<file path="src/sv/assert_macros.svh">
// Assertion macros shared by the gesture block's RTL.
// No dependencies; included inside module bodies.
`ifndef ASSERT_MACROS_SVH
`define ASSERT_MACROS_SVH

// Expression must hold at every clock edge out of reset.
`define BGPH_ASSERT(label, clk, rst_n, expr, msg) \
	label: assert property (@(posedge clk) disable iff (!rst_n) (expr)) else $error(msg);

// Consequent must hold in the cycle after the antecedent.
`define BGPH_ASSERT_NEXT(label, clk, rst_n, ante, cons, msg) \
	label: assert property (@(posedge clk) disable iff (!rst_n) (ante) |=> (cons)) \
		else $error(msg);

`endif

</file>
<file path="src/sv/bgph_pkg.sv">
// Types and constants for the button gesture / supply hold block.
// No dependencies; imported by every module of the block.
package bgph_pkg;

	localparam int unsigned DATA_W = 8;
	localparam int unsigned PRESS_SECS_W = 5;
	localparam int unsigned CFG_IDX_W = 2;

	localparam logic [7:0] SECONDS_CAP = 8'd25;
	localparam logic [7:0] RESET_COUNTDOWN = 8'd100;
	localparam logic [7:0] MIN_HOLD_RESET = 8'd10;
	localparam logic [7:0] DBL_WINDOW_RESET = 8'd6;
	localparam logic [PRESS_SECS_W-1:0] PRESS_SECS_RESET = 5'd10;

	// configuration register indexes
	localparam logic [CFG_IDX_W-1:0] CFG_MIN_HOLD = 2'd0;
	localparam logic [CFG_IDX_W-1:0] CFG_DBL_WINDOW = 2'd1;
	localparam logic [CFG_IDX_W-1:0] CFG_PRESS_SECS = 2'd2;

	// item kinds
	localparam logic MODE_TICK = 1'b0;
	localparam logic MODE_HOLD_REQ = 1'b1;

	typedef struct packed {
		logic press;
		logic hold;
		logic release_ev;
		logic dbl_click;
		logic hold_release;
	} bgph_events_t;

	// min(s, 25) * 10 as a shift-add; max 250 fits 8 bits
	function automatic logic [7:0] bgph_secs_to_ticks(input logic [7:0] secs);
		logic [4:0] s;
		s = (secs > SECONDS_CAP) ? SECONDS_CAP[4:0] : secs[4:0];
		return {s, 3'b000} + {2'b00, s, 1'b0};
	endfunction

endpackage

</file>
<file path="src/sv/button_gesture_power_hold_top.sv">
// Top level of the button gesture detector with auto-off supply hold.
// Depends on bgph_pkg, bgph_gesture, bgph_timer and assert_macros.svh.
//
// Usage:
//   Input channel (in_valid / in_stall): one request per item. mode 0 is a
//   100 ms tick carrying button_level (0 = pressed) and usb_present; mode 1
//   is a hold request setting the auto-off delay to min(hold_seconds,25) s
//   when USB is absent.
//   Output channel (out_valid / out_stall): one result per request, with the
//   five event pulses (all 0 for hold requests), supply_enable and the
//   remaining ticks_to_off.
//   out_valid rises when a request moves from the input register into the
//   result register. Throughput: one request per cycle while out_stall is low,
//   set by the input register feeding the gesture and timer logic, which
//   updates state and loads the result register at once. A stalled result
//   holds; the input register then fills and in_stall rises, so nothing is
//   dropped. Config (cfg_write / cfg_index / cfg_data) is to be written by
//   the user only while idle; the block does not enforce this. Reset:
//   released phase, countdown 100 ticks, supply on, registers at 10 / 6 / 10.
module button_gesture_power_hold_top (
	input  logic                                clk,
	input  logic                                arst_n,
	input  logic                                cfg_write,
	input  logic [bgph_pkg::CFG_IDX_W-1:0]      cfg_index,
	input  logic [bgph_pkg::DATA_W-1:0]         cfg_data,
	input  logic                                in_valid,
	output logic                                in_stall,
	input  logic                                mode,
	input  logic                                button_level,
	input  logic                                usb_present,
	input  logic [7:0]                          hold_seconds,
	output logic                                out_valid,
	input  logic                                out_stall,
	output logic                                press_event,
	output logic                                hold_event,
	output logic                                release_event,
	output logic                                double_click_event,
	output logic                                hold_release_event,
	output logic                                supply_enable,
	output logic [7:0]                          ticks_to_off
);
	import bgph_pkg::*;

	logic [7:0]              min_hold_q;
	logic [7:0]              dbl_window_q;
	logic [PRESS_SECS_W-1:0] press_secs_q;

	logic       valid_s1;
	logic       mode_s1, level_s1, usb_s1;
	logic [7:0] secs_s1;

	logic       advance, accept_in, tick_s1, step_tick;
	logic       tm_load;
	logic [7:0] tm_secs, count_next;
	logic       supply_next;

	bgph_events_t events;
	bgph_events_t events_q;
	logic         supply_q;
	logic [7:0]   ticks_q;
	logic         out_valid_q;

	always_ff @(posedge clk or negedge arst_n) begin
		if (!arst_n) begin
			min_hold_q <= MIN_HOLD_RESET;
			dbl_window_q <= DBL_WINDOW_RESET;
			press_secs_q <= PRESS_SECS_RESET;
		end else if (cfg_write) begin
			case (cfg_index)
				CFG_MIN_HOLD:   min_hold_q <= cfg_data;
				CFG_DBL_WINDOW: dbl_window_q <= cfg_data;
				CFG_PRESS_SECS: press_secs_q <= cfg_data[PRESS_SECS_W-1:0];
				default: ;
			endcase
		end
	end

	assign advance = valid_s1 && (!out_valid_q || !out_stall);
	assign in_stall = valid_s1 && !advance;
	assign accept_in = in_valid && !in_stall;

	always_ff @(posedge clk or negedge arst_n) begin
		if (!arst_n) begin
			valid_s1 <= 1'b0;
		end else if (accept_in) begin
			valid_s1 <= 1'b1;
		end else if (advance) begin
			valid_s1 <= 1'b0;
		end
	end

	always_ff @(posedge clk) begin
		if (accept_in) begin
			mode_s1 <= mode;
			level_s1 <= button_level;
			usb_s1 <= usb_present;
			secs_s1 <= hold_seconds;
		end
	end

	assign tick_s1 = (mode_s1 == MODE_TICK);
	assign step_tick = advance && tick_s1;

	bgph_gesture u_gesture (
		.clk        (clk),
		.arst_n     (arst_n),
		.step       (step_tick),
		.pressed    (!level_s1),
		.min_hold   (min_hold_q),
		.dbl_window (dbl_window_q),
		.events     (events)
	);

	// a confirmed press reloads with the press extension, a hold request with its own
	assign tm_load = tick_s1 ? events.press : (mode_s1 == MODE_HOLD_REQ);
	assign tm_secs = tick_s1 ? {{(8-PRESS_SECS_W){1'b0}}, press_secs_q} : secs_s1;

	bgph_timer u_timer (
		.clk         (clk),
		.arst_n      (arst_n),
		.step        (advance),
		.tick        (tick_s1),
		.usb         (usb_s1),
		.load        (tm_load),
		.load_secs   (tm_secs),
		.count_next  (count_next),
		.supply_next (supply_next)
	);

	always_ff @(posedge clk or negedge arst_n) begin
		if (!arst_n) begin
			out_valid_q <= 1'b0;
		end else if (advance) begin
			out_valid_q <= 1'b1;
		end else if (!out_stall) begin
			out_valid_q <= 1'b0;
		end
	end

	always_ff @(posedge clk) begin
		if (advance) begin
			events_q <= tick_s1 ? events : '0;
			supply_q <= supply_next;
			ticks_q <= count_next;
		end
	end

	assign out_valid = out_valid_q;
	assign press_event = events_q.press;
	assign hold_event = events_q.hold;
	assign release_event = events_q.release_ev;
	assign double_click_event = events_q.dbl_click;
	assign hold_release_event = events_q.hold_release;
	assign supply_enable = supply_q;
	assign ticks_to_off = ticks_q;

	`include "assert_macros.svh"

	// a request that could not move on must still be held next cycle
	`BGPH_ASSERT_NEXT(a_s1_held, clk, arst_n, valid_s1 && !advance, valid_s1,
		"request lost from input register")

endmodule

</file>
<file path="src/sv/bgph_gesture.sv">
// Debounce and gesture state machine: press, hold, release, hold release, double click.
// Depends on bgph_pkg and assert_macros.svh.
module bgph_gesture (
	input  logic                clk,
	input  logic                arst_n,
	input  logic                step,
	input  logic                pressed,
	input  logic [7:0]          min_hold,
	input  logic [7:0]          dbl_window,
	output bgph_pkg::bgph_events_t events
);
	import bgph_pkg::*;

	typedef enum logic [1:0] {
		PH_RELEASED = 2'd0,
		PH_BOUNCING = 2'd1,
		PH_PRESSED  = 2'd2,
		PH_LONG     = 2'd3
	} phase_t;

	phase_t       phase_q, phase_d;
	logic [7:0]   held_q, held_d, held_inc;
	logic [7:0]   win_q, win_d;
	bgph_events_t ev;

	assign held_inc = held_q + 8'd1;

	always_comb begin
		phase_d = phase_q;
		held_d = held_q;
		win_d = win_q;
		ev = '0;
		case (phase_q)
			PH_RELEASED: begin
				if (win_q != 8'd0)
					win_d = win_q - 8'd1;
				if (pressed)
					phase_d = PH_BOUNCING;
			end
			PH_BOUNCING: begin
				if (pressed) begin
					ev.press = 1'b1;
					held_d = 8'd1;
					phase_d = PH_PRESSED;
				end else begin
					phase_d = PH_RELEASED;
				end
			end
			PH_PRESSED: begin
				held_d = held_inc;
				// hold period wins over a release on the same tick
				if (held_inc >= min_hold) begin
					ev.hold = 1'b1;
					held_d = 8'd0;
					phase_d = PH_LONG;
				end else if (!pressed) begin
					if (win_q != 8'd0) begin
						ev.dbl_click = 1'b1;
						win_d = 8'd0;
					end else begin
						win_d = dbl_window;
					end
					ev.release_ev = 1'b1;
					phase_d = PH_RELEASED;
				end
			end
			PH_LONG: begin
				held_d = held_inc;
				if (held_inc >= min_hold) begin
					ev.hold = 1'b1;
					held_d = 8'd0;
				end else if (!pressed) begin
					ev.hold_release = 1'b1;
					phase_d = PH_RELEASED;
				end
			end
			default: begin
				phase_d = PH_RELEASED;
			end
		endcase
	end

	always_ff @(posedge clk or negedge arst_n) begin
		if (!arst_n) begin
			phase_q <= PH_RELEASED;
			held_q <= 8'd0;
			win_q <= 8'd0;
		end else if (step) begin
			phase_q <= phase_d;
			held_q <= held_d;
			win_q <= win_d;
		end
	end

	assign events = ev;

	`include "assert_macros.svh"

	// at most one gesture pulse per tick, except double click rides on release
	`BGPH_ASSERT(a_ev_excl, clk, arst_n,
		$onehot0({ev.press, ev.hold, ev.release_ev, ev.hold_release}), "gesture events overlap")
	`BGPH_ASSERT(a_dbl_with_rel, clk, arst_n,
		!ev.dbl_click || ev.release_ev, "double click without release")

endmodule

</file>
<file path="src/sv/bgph_timer.sv">
// Auto-off countdown and latched supply enable.
// Depends on bgph_pkg and assert_macros.svh.
module bgph_timer (
	input  logic       clk,
	input  logic       arst_n,
	input  logic       step,
	input  logic       tick,
	input  logic       usb,
	input  logic       load,
	input  logic [7:0] load_secs,
	output logic [7:0] count_next,
	output logic       supply_next
);
	import bgph_pkg::*;

	logic [7:0] count_q;
	logic       supply_q;
	logic [7:0] loaded;

	// reload is skipped while USB is present
	assign loaded = (load && !usb) ? bgph_secs_to_ticks(load_secs) : count_q;

	always_comb begin
		count_next = loaded;
		supply_next = supply_q;
		if (tick) begin
			if (loaded != 8'd0)
				count_next = loaded - 8'd1;
			else
				supply_next = 1'b0;
		end
	end

	always_ff @(posedge clk or negedge arst_n) begin
		if (!arst_n) begin
			count_q <= RESET_COUNTDOWN;
			supply_q <= 1'b1;
		end else if (step) begin
			count_q <= count_next;
			supply_q <= supply_next;
		end
	end

	`include "assert_macros.svh"

	`BGPH_ASSERT_NEXT(a_supply_latched, clk, arst_n, !supply_q, !supply_q,
		"supply enable came back on")
	`BGPH_ASSERT(a_count_range, clk, arst_n, count_q <= 8'd250, "countdown out of range")

endmodule
</file>
<file path="config.mk">
export PLATFORM = sky130hd
export DESIGN_NAME = button_gesture_power_hold_top
export DESIGN_NICKNAME = d
export VERILOG_FILES = /design/src/sv/bgph_pkg.sv /design/src/sv/button_gesture_power_hold_top.sv /design/src/sv/bgph_gesture.sv /design/src/sv/bgph_timer.sv
export VERILOG_INCLUDE_DIRS = /design/src /design/src/sv
export SDC_FILE = /design/constraint.sdc
export NUM_CORES = 1
export LEC_CHECK = 0
export BUFFER_PORTS_ARGS = -buffer_cell sky130_fd_sc_hd__buf_2
export CAP_MARGIN = 25
export CELL_PAD_IN_SITES_DETAIL_PLACEMENT = 0
export CELL_PAD_IN_SITES_GLOBAL_PLACEMENT = 1
export CORE_MARGIN = 1
export CORE_UTILIZATION = 45
export CTS_CLUSTER_SIZE = 24
export DETAILED_ROUTE_END_ITERATION = 8
export PLACE_DENSITY = 0.89
export SYNTH_ARGS = -nofsm -noshare
export SYNTH_HDL_FRONTEND = slang
export SYNTH_SLANG_ARGS = --single-unit
</file>
<file path="constraint.sdc">
create_clock -name clk -period 4.7 [get_ports clk]
set_clock_uncertainty 0.2 [all_clocks]
set_input_delay 0.94 -clock clk [delete_from_list [all_inputs] [get_ports clk]]
set_output_delay 0.94 -clock clk [all_outputs]
set_load 0.02 [all_outputs]
</file>
=== Word level (Yosys, flattened, before mapping) ===
Index checks and enable logic that the tools add are counted.

* Add/sub/neg operators: 4
* $lt $le $gt $ge: 2
* Equality and inequality tests: 12
* Muxes and demuxes: 32
* Bitwise logic cells: 5
* Reduce and logical (&&, ||, !) cells: 29

{| class="wikitable"
|+ Operators by type and width
! operator !! number
|-
| $mux W8 || 10
|-
| $pmux W8 S2 || 2
|-
| $reduce_bool A8 Y1 || 2
|-
| $sub A8 B1 Y8 const B || 2
|-
| $mux W1 || 12
|-
| $mux W2 || 6
|-
| $ne A2 B2 Y1 const B || 5
|-
| $add A8 B1 Y8 const B || 1
|-
| $add A8 B6 Y8 || 1
|-
| $ge A8 B8 Y1 || 1
|-
| $gt A8 B5 Y1 const B || 1
|-
| $pmux W2 S4 || 1
|-
| $eq A2 B2 Y1 const B || 3
|-
| $reduce_and A2 Y1 || 3
|-
| $reduce_and A3 Y1 || 2
|-
| $reduce_bool A2 Y1 || 3
|-
| $reduce_or A3 Y1 || 2
|-
| $logic_and A1 B1 Y1 || 5
|-
| $logic_not A1 Y1 || 5
|-
| $mux W5 || 1
|-
| $not A1 Y1 || 5
|-
| $reduce_and A5 Y1 || 1
|-
| $eq A2 B1 Y1 const B || 2
|-
| $logic_not A2 Y1 || 2
|-
| 4 further kinds || 6
|}

* Register bits after elaboration: 75
* Input bits: 26
* Output and inout bits: 16
* Logic and storage cells: 105

=== Longest topological paths before layout ===
* Depth after elaboration: 8
* Gate-level depth with buffers: 15
* Depth with buffers taken out: 13

=== By module ===
Synthesis repeated with hierarchy kept, for this count alone.

* Cells, all modules: 371
* Area, all modules: 4150.2 um2

{| class="wikitable"
|+ By module, submodules not included
! module !! times used !! cells each !! area an instance (um2)
|-
| button_gesture_power_hold_top || 1 || 99 || 1783.0
|-
| bgph_gesture || 1 || 150 || 1301.2
|-
| bgph_timer || 1 || 122 || 1066.0
|}

=== Worst setup path before layout ===
Ideal clock, no wire load.

* Kind: flip-flop to flip-flop
* Start point: reg mode_s1
* End point: reg ticks_q[4], in the netlist ticks_to_off[4], data pin
* Library setup time: 260 ps
* Arrival time: 3254 ps
* Required time: 4240 ps
* Slack: 986 ps
* Cell stages (with the launch flop): 15
* Path buffers: 3
* Clock period less this slack: 3714 ps
* Path through: edfxtp_1 > buf_2 > buf_1 > mux2i_1 > nor3_1 > ha_1 > fa_1 > and4b_1 > a211oi_1 > or4_4 > o2111ai_2 > nor4_4 > and2_4 > buf_6 > nor2_1

* Cells in the longest elaborated chain, start to end: 8
* Elaborated cells on any way between the ends: 11
* Those cells by class: add/sub: 2; order compare: 1; mux: 6; reduce/logical: 2

{| class="wikitable"
|+ RTL lines
! element !! line !! RTL
|-
| start, declared || button_gesture_power_hold_top.sv:49 || <nowiki>logic mode_s1, level_s1, usb_s1;</nowiki>
|-
| start signal, assigned || button_gesture_power_hold_top.sv:94 || <nowiki>mode_s1 <= mode;</nowiki>
|-
| $mux W8 || button_gesture_power_hold_top.sv:116 || <nowiki>assign tm_secs = tick_s1 ? {{(8-PRESS_SECS_W){1'b0}}, press_secs_q} : secs_s1;</nowiki>
|-
| $gt A8 B5 Y1 || bgph_pkg.sv:35 || <nowiki>s = (secs > SECONDS_CAP) ? SECONDS_CAP[4:0] : secs[4:0];</nowiki>
|-
| $mux W5 || bgph_pkg.sv:35 ||
|-
| $add A8 B6 Y8 || bgph_pkg.sv:36 || <nowiki>return {s, 3'b000} + {2'b00, s, 1'b0};</nowiki>
|-
| $mux W8 || bgph_timer.sv:21 || <nowiki>assign loaded = (load && !usb) ? bgph_secs_to_ticks(load_secs) : count_q;</nowiki>
|-
| $sub A8 B1 Y8 or $reduce_bool A8 Y1 (tied branches) || bgph_timer.sv:28, bgph_timer.sv:27 ||
|-
| $mux W8 || bgph_timer.sv:27 || <nowiki>if (loaded != 8'd0)</nowiki>
|-
| $mux W8 (*) || bgph_timer.sv:26 || <nowiki>if (tick) begin</nowiki>
|-
| via count_next[4] || button_gesture_power_hold_top.sv:54 || <nowiki>logic [7:0] tm_secs, count_next;</nowiki>
|-
| end signal, assigned || button_gesture_power_hold_top.sv:144 || <nowiki>ticks_q <= count_next;</nowiki>
|-
| end, declared || button_gesture_power_hold_top.sv:60 || <nowiki>logic [7:0] ticks_q;</nowiki>
|}

Mark *: on every way through the listed nets, which the timed path passes. The rest lies on a longest branch.
A chain may end at the register's enable or synchronous reset.

=== Worst setup path in the final report ===
* Start point: reg mode_s1
* End point: reg ticks_q[7], in the netlist ticks_to_off[7], data pin

Same word-level chain as after synthesis.

==> reports/results.tsv <==
metric	value	unit
Initial Util	47.3	%
Sw Ratio	35.2	%
GRT Overall Usage	18.8	%
Post-Syn Area	4190	um^2
Finished Cell Area	4650	um^2
Clk pwr share	22.0	%
Arr. time, crit path	3.71	ns
IO Pins	42	
CP required	4.59	ns
DRC Markers	0	
H-tree depth	3	
CP Capture Type	flop	
CTS Sinks	75	
first-pass GRT wire length	14400	um
Worst-Skew Late Latency	0.34	ns
crit path max-delay cell type	edfxtp_1	
Layout area overhead	11.0	%
routed wire length	8440	um
Detail Route Antenna Nets	0	
HP Class	reg -> reg	
Synth Area in Simple Gates	15.8	%
logic gate share of total power	33.1	%
CP Buf/Inv Count	1	
Post-Synth Adder-Cell Area	4.66	%
crit path kind	reg -> reg	
origin of the critical flop-to-flop path	mode_s1	
area of the core	8850	um^2
Slew Limit Fails	0	
Synth cell types	71	
vias in the first global route	2918	
Worst IR Drop VDD	0.235	mV
Setup crit start kind	flop	
routed len/inst	15.5	um
Antenna Cells	0	
Worst Hold Endpoint	u_timer.supply_q	
Max Clk Rate	262	MHz
Final Hold Viols	0	
CTS resizes	0	
Internal	1.42	mW
Placed Area	4460	um^2
hold_buf cts	0	
full die area	9700	um^2
Final period util	81.3	%
commonest non-fill, non-tap cells in the layout	buf_2, dfrtp_1, nand2_1, nor2_1, edfxtp_1	
most common cell after layout, fill and taps aside	buf_2	
largest family of logic cells by synthesized area	compound AO/OA/AOI/OAI gates	
sequential share of the synthesized area	48.1	%
port bufs	41	
Switch Pwr	772	uW
critical path's top delay family	simple AND/OR/NAND/NOR gates	
clock buffer depth	2	
number of CTS-inserted buffers	9	
CTS tree	built	
Synth top area share	23.9	%
worst-path cell chain	buf_4, mux2i_1, nand2_1, ha_1, fa_1, and4b_1, a211oi_1, or4_4, o2111ai_2, nor4_4, and2_4, nor2_1	
post-synthesis mux area share	5.98	%
Synth area leader	dfrtp_1	
setup TNS	0	ns
outcome	complete, no violations	
Compound-Gate Fraction of Synth Area	18.2	%
Congestion Overflow GR	0	
drt pass-1 iters	7	
number of synthesized flops with an enable pin	25	
clock root buffer	clkbuf_8	
part of the power in registers	44.9	%
endpoints failing setup	0	
max-cap viol count	0	
Cell Rows	34	
Syn Inst Count	394	
asr flop ratio synth	66.7	%
Synth Area in XOR/XNOR	2.93	%
worst hold start	u_timer.supply_q	
Hold Path Cell Cnt	1	
Post-CTS Setup Inserts	0	
Yosys reg bits	75	
static leakage	1.97	nW
Reg2Reg Capture Point	ticks_to_off[7]	
initial antenna violation count	0	
CTS clk-pin slew, worst paths	0.07	ns
pin slew with the least headroom to its limit	0.939	ns
fin crit period	3.82	ns
largest net degree at the start of global routing	36	
Post-synth top flop	dfrtp_1	
PwrDens	472	nW/um^2
nets	473	
via count	3107	
Avg Cell Area, Syn	10.6	um^2
die height	98.5	um
DRT iter0 DRCs	159	
Slew HR	37.3	%
r2r worst-path depth	12	
Via density	5.70	
synthesized net count	435	
Area contributors post-synth	dfrtp_1, edfxtp_1, dfstp_2	
RSZ-0062 raised after global routing	false	
slowest cell delay on critical path	0.58	ns
slack of the worst reg-to-reg path	0.88	ns
Placer Congestion	0.830	
share of layout cells above drive strength 1	23.6	%
Final HPWL DP	6270	um
post-layout util	52.5	%
synth warn	0	
peak fanout along the critical path	14	
Die W	98.5	um
-- cell usage after synthesis, types with 11 or more instances --
| master | n |
|---|---|
| ha_1 | 14 |
| edfxtp_1 | 25 |
| inv_1 | 19 |
| dfrtp_1 | 40 |
| o21ai_0 | 19 |
| nor3_1 | 11 |
| nor2_1 | 25 |
| nand2_1 | 32 |
| mux2_2 | 16 |
| xnor2_1 | 11 |
| a21oi_1 | 21 |
-- flip-flops by register name, indices dropped and copies added, names as in the netlist, 2 cells and up --
| register | flops |
|---|---|
| dbl_window_q | 8 |
| min_hold_q | 8 |
| secs_s1 | 8 |
| ticks_to_off | 8 |
| u_gesture.held_q | 8 |
| u_gesture.win_q | 8 |
| u_timer.count_q | 8 |
| press_secs_q | 5 |
| u_gesture.phase_q | 2 |
-- worst max-delay path by stage --
stage                     startpoint              end  slack [ns]  cells past startpoint
final                        mode_s1  ticks_to_off[7]        0.88                     12
after floorplan              mode_s1  ticks_to_off[4]        0.99                     14
after global placement       mode_s1  ticks_to_off[5]        1.01                     12
after global routing         mode_s1  ticks_to_off[7]        0.52                     12
after CTS                    mode_s1  ticks_to_off[7]        0.90                     12
after detailed placement     mode_s1  ticks_to_off[7]        0.91                     12
-- per-layer routing --
metal / share of wire, % / vias up / global-route usage, % / routed length (um)
met4: 1.3 / 0 / 7.92 / 108
met2: 45 / 94 / 27.0 / 3790
met3: 4.5 / 12 / 3.05 / 384
li1: - / 1534 / - / -
met5: 0 / - / 0 / 0
met1: 49 / 1467 / 28.1 / 4160
-- kinds of logic (layout without fill, tap and decap cells) --
kind of cell / Yosys count / in the layout
multiplexers: 23 / 23
XOR/XNOR: 14 / 14
flip-flops: 75 / 75
adder cells (fa/ha/maj): 15 / 15
buffers and inverters: 39 / 82
AND/OR/NAND/NOR: 123 / 123
AO/OA/AOI/OAI: 105 / 105
-- per-stage QoR --
stage          cells  setup WS, ns  total power [mW]  hold slack, ns
6_report         545         0.879              2.19           0.281
5_1_grt          545         0.517              2.35           0.300
4_1_cts          545         0.901              2.21           0.281
3_5_place_dp     529         0.911              1.72           0.270
3_3_place_gp     529          1.01              1.69           0.269
2_1_floorplan    394         0.986              1.54           0.257
-- power by group through the flow --
stage,clock (mW),sequential [mW],combinational [mW]
2_1_floorplan,0,0.968,0.570
3_3_place_gp,0,0.991,0.699
3_5_place_dp,0,0.995,0.728
4_1_cts,0.494,0.984,0.731
5_1_grt,0.516,1.01,0.821
6_report,0.482,0.986,0.726
-- worst register-to-register path, cell delays in order, from the launching register on --
cell	delay, ns
edfxtp_1	0.58
buf_4	0.27
mux2i_1	0.20
nand2_1	0.10
ha_1	0.23
fa_1	0.46
and4b_1	0.23
a211oi_1	0.20
or4_4	0.17
o2111ai_2	0.13
nor4_4	0.39
and2_4	0.32
nor2_1	0.08
-- final cells by class --
cell class                 instances  area [um^2]
fill                             801         4200
sequential                        75         2010
multi-input combinational        280         1990
timing repair buffer              46          243
clock buffer                      14          153
tap                              108          135
inverter                          20         75.1
clock inverter                     2         35.0
Power figures use the tool's default switching activity.
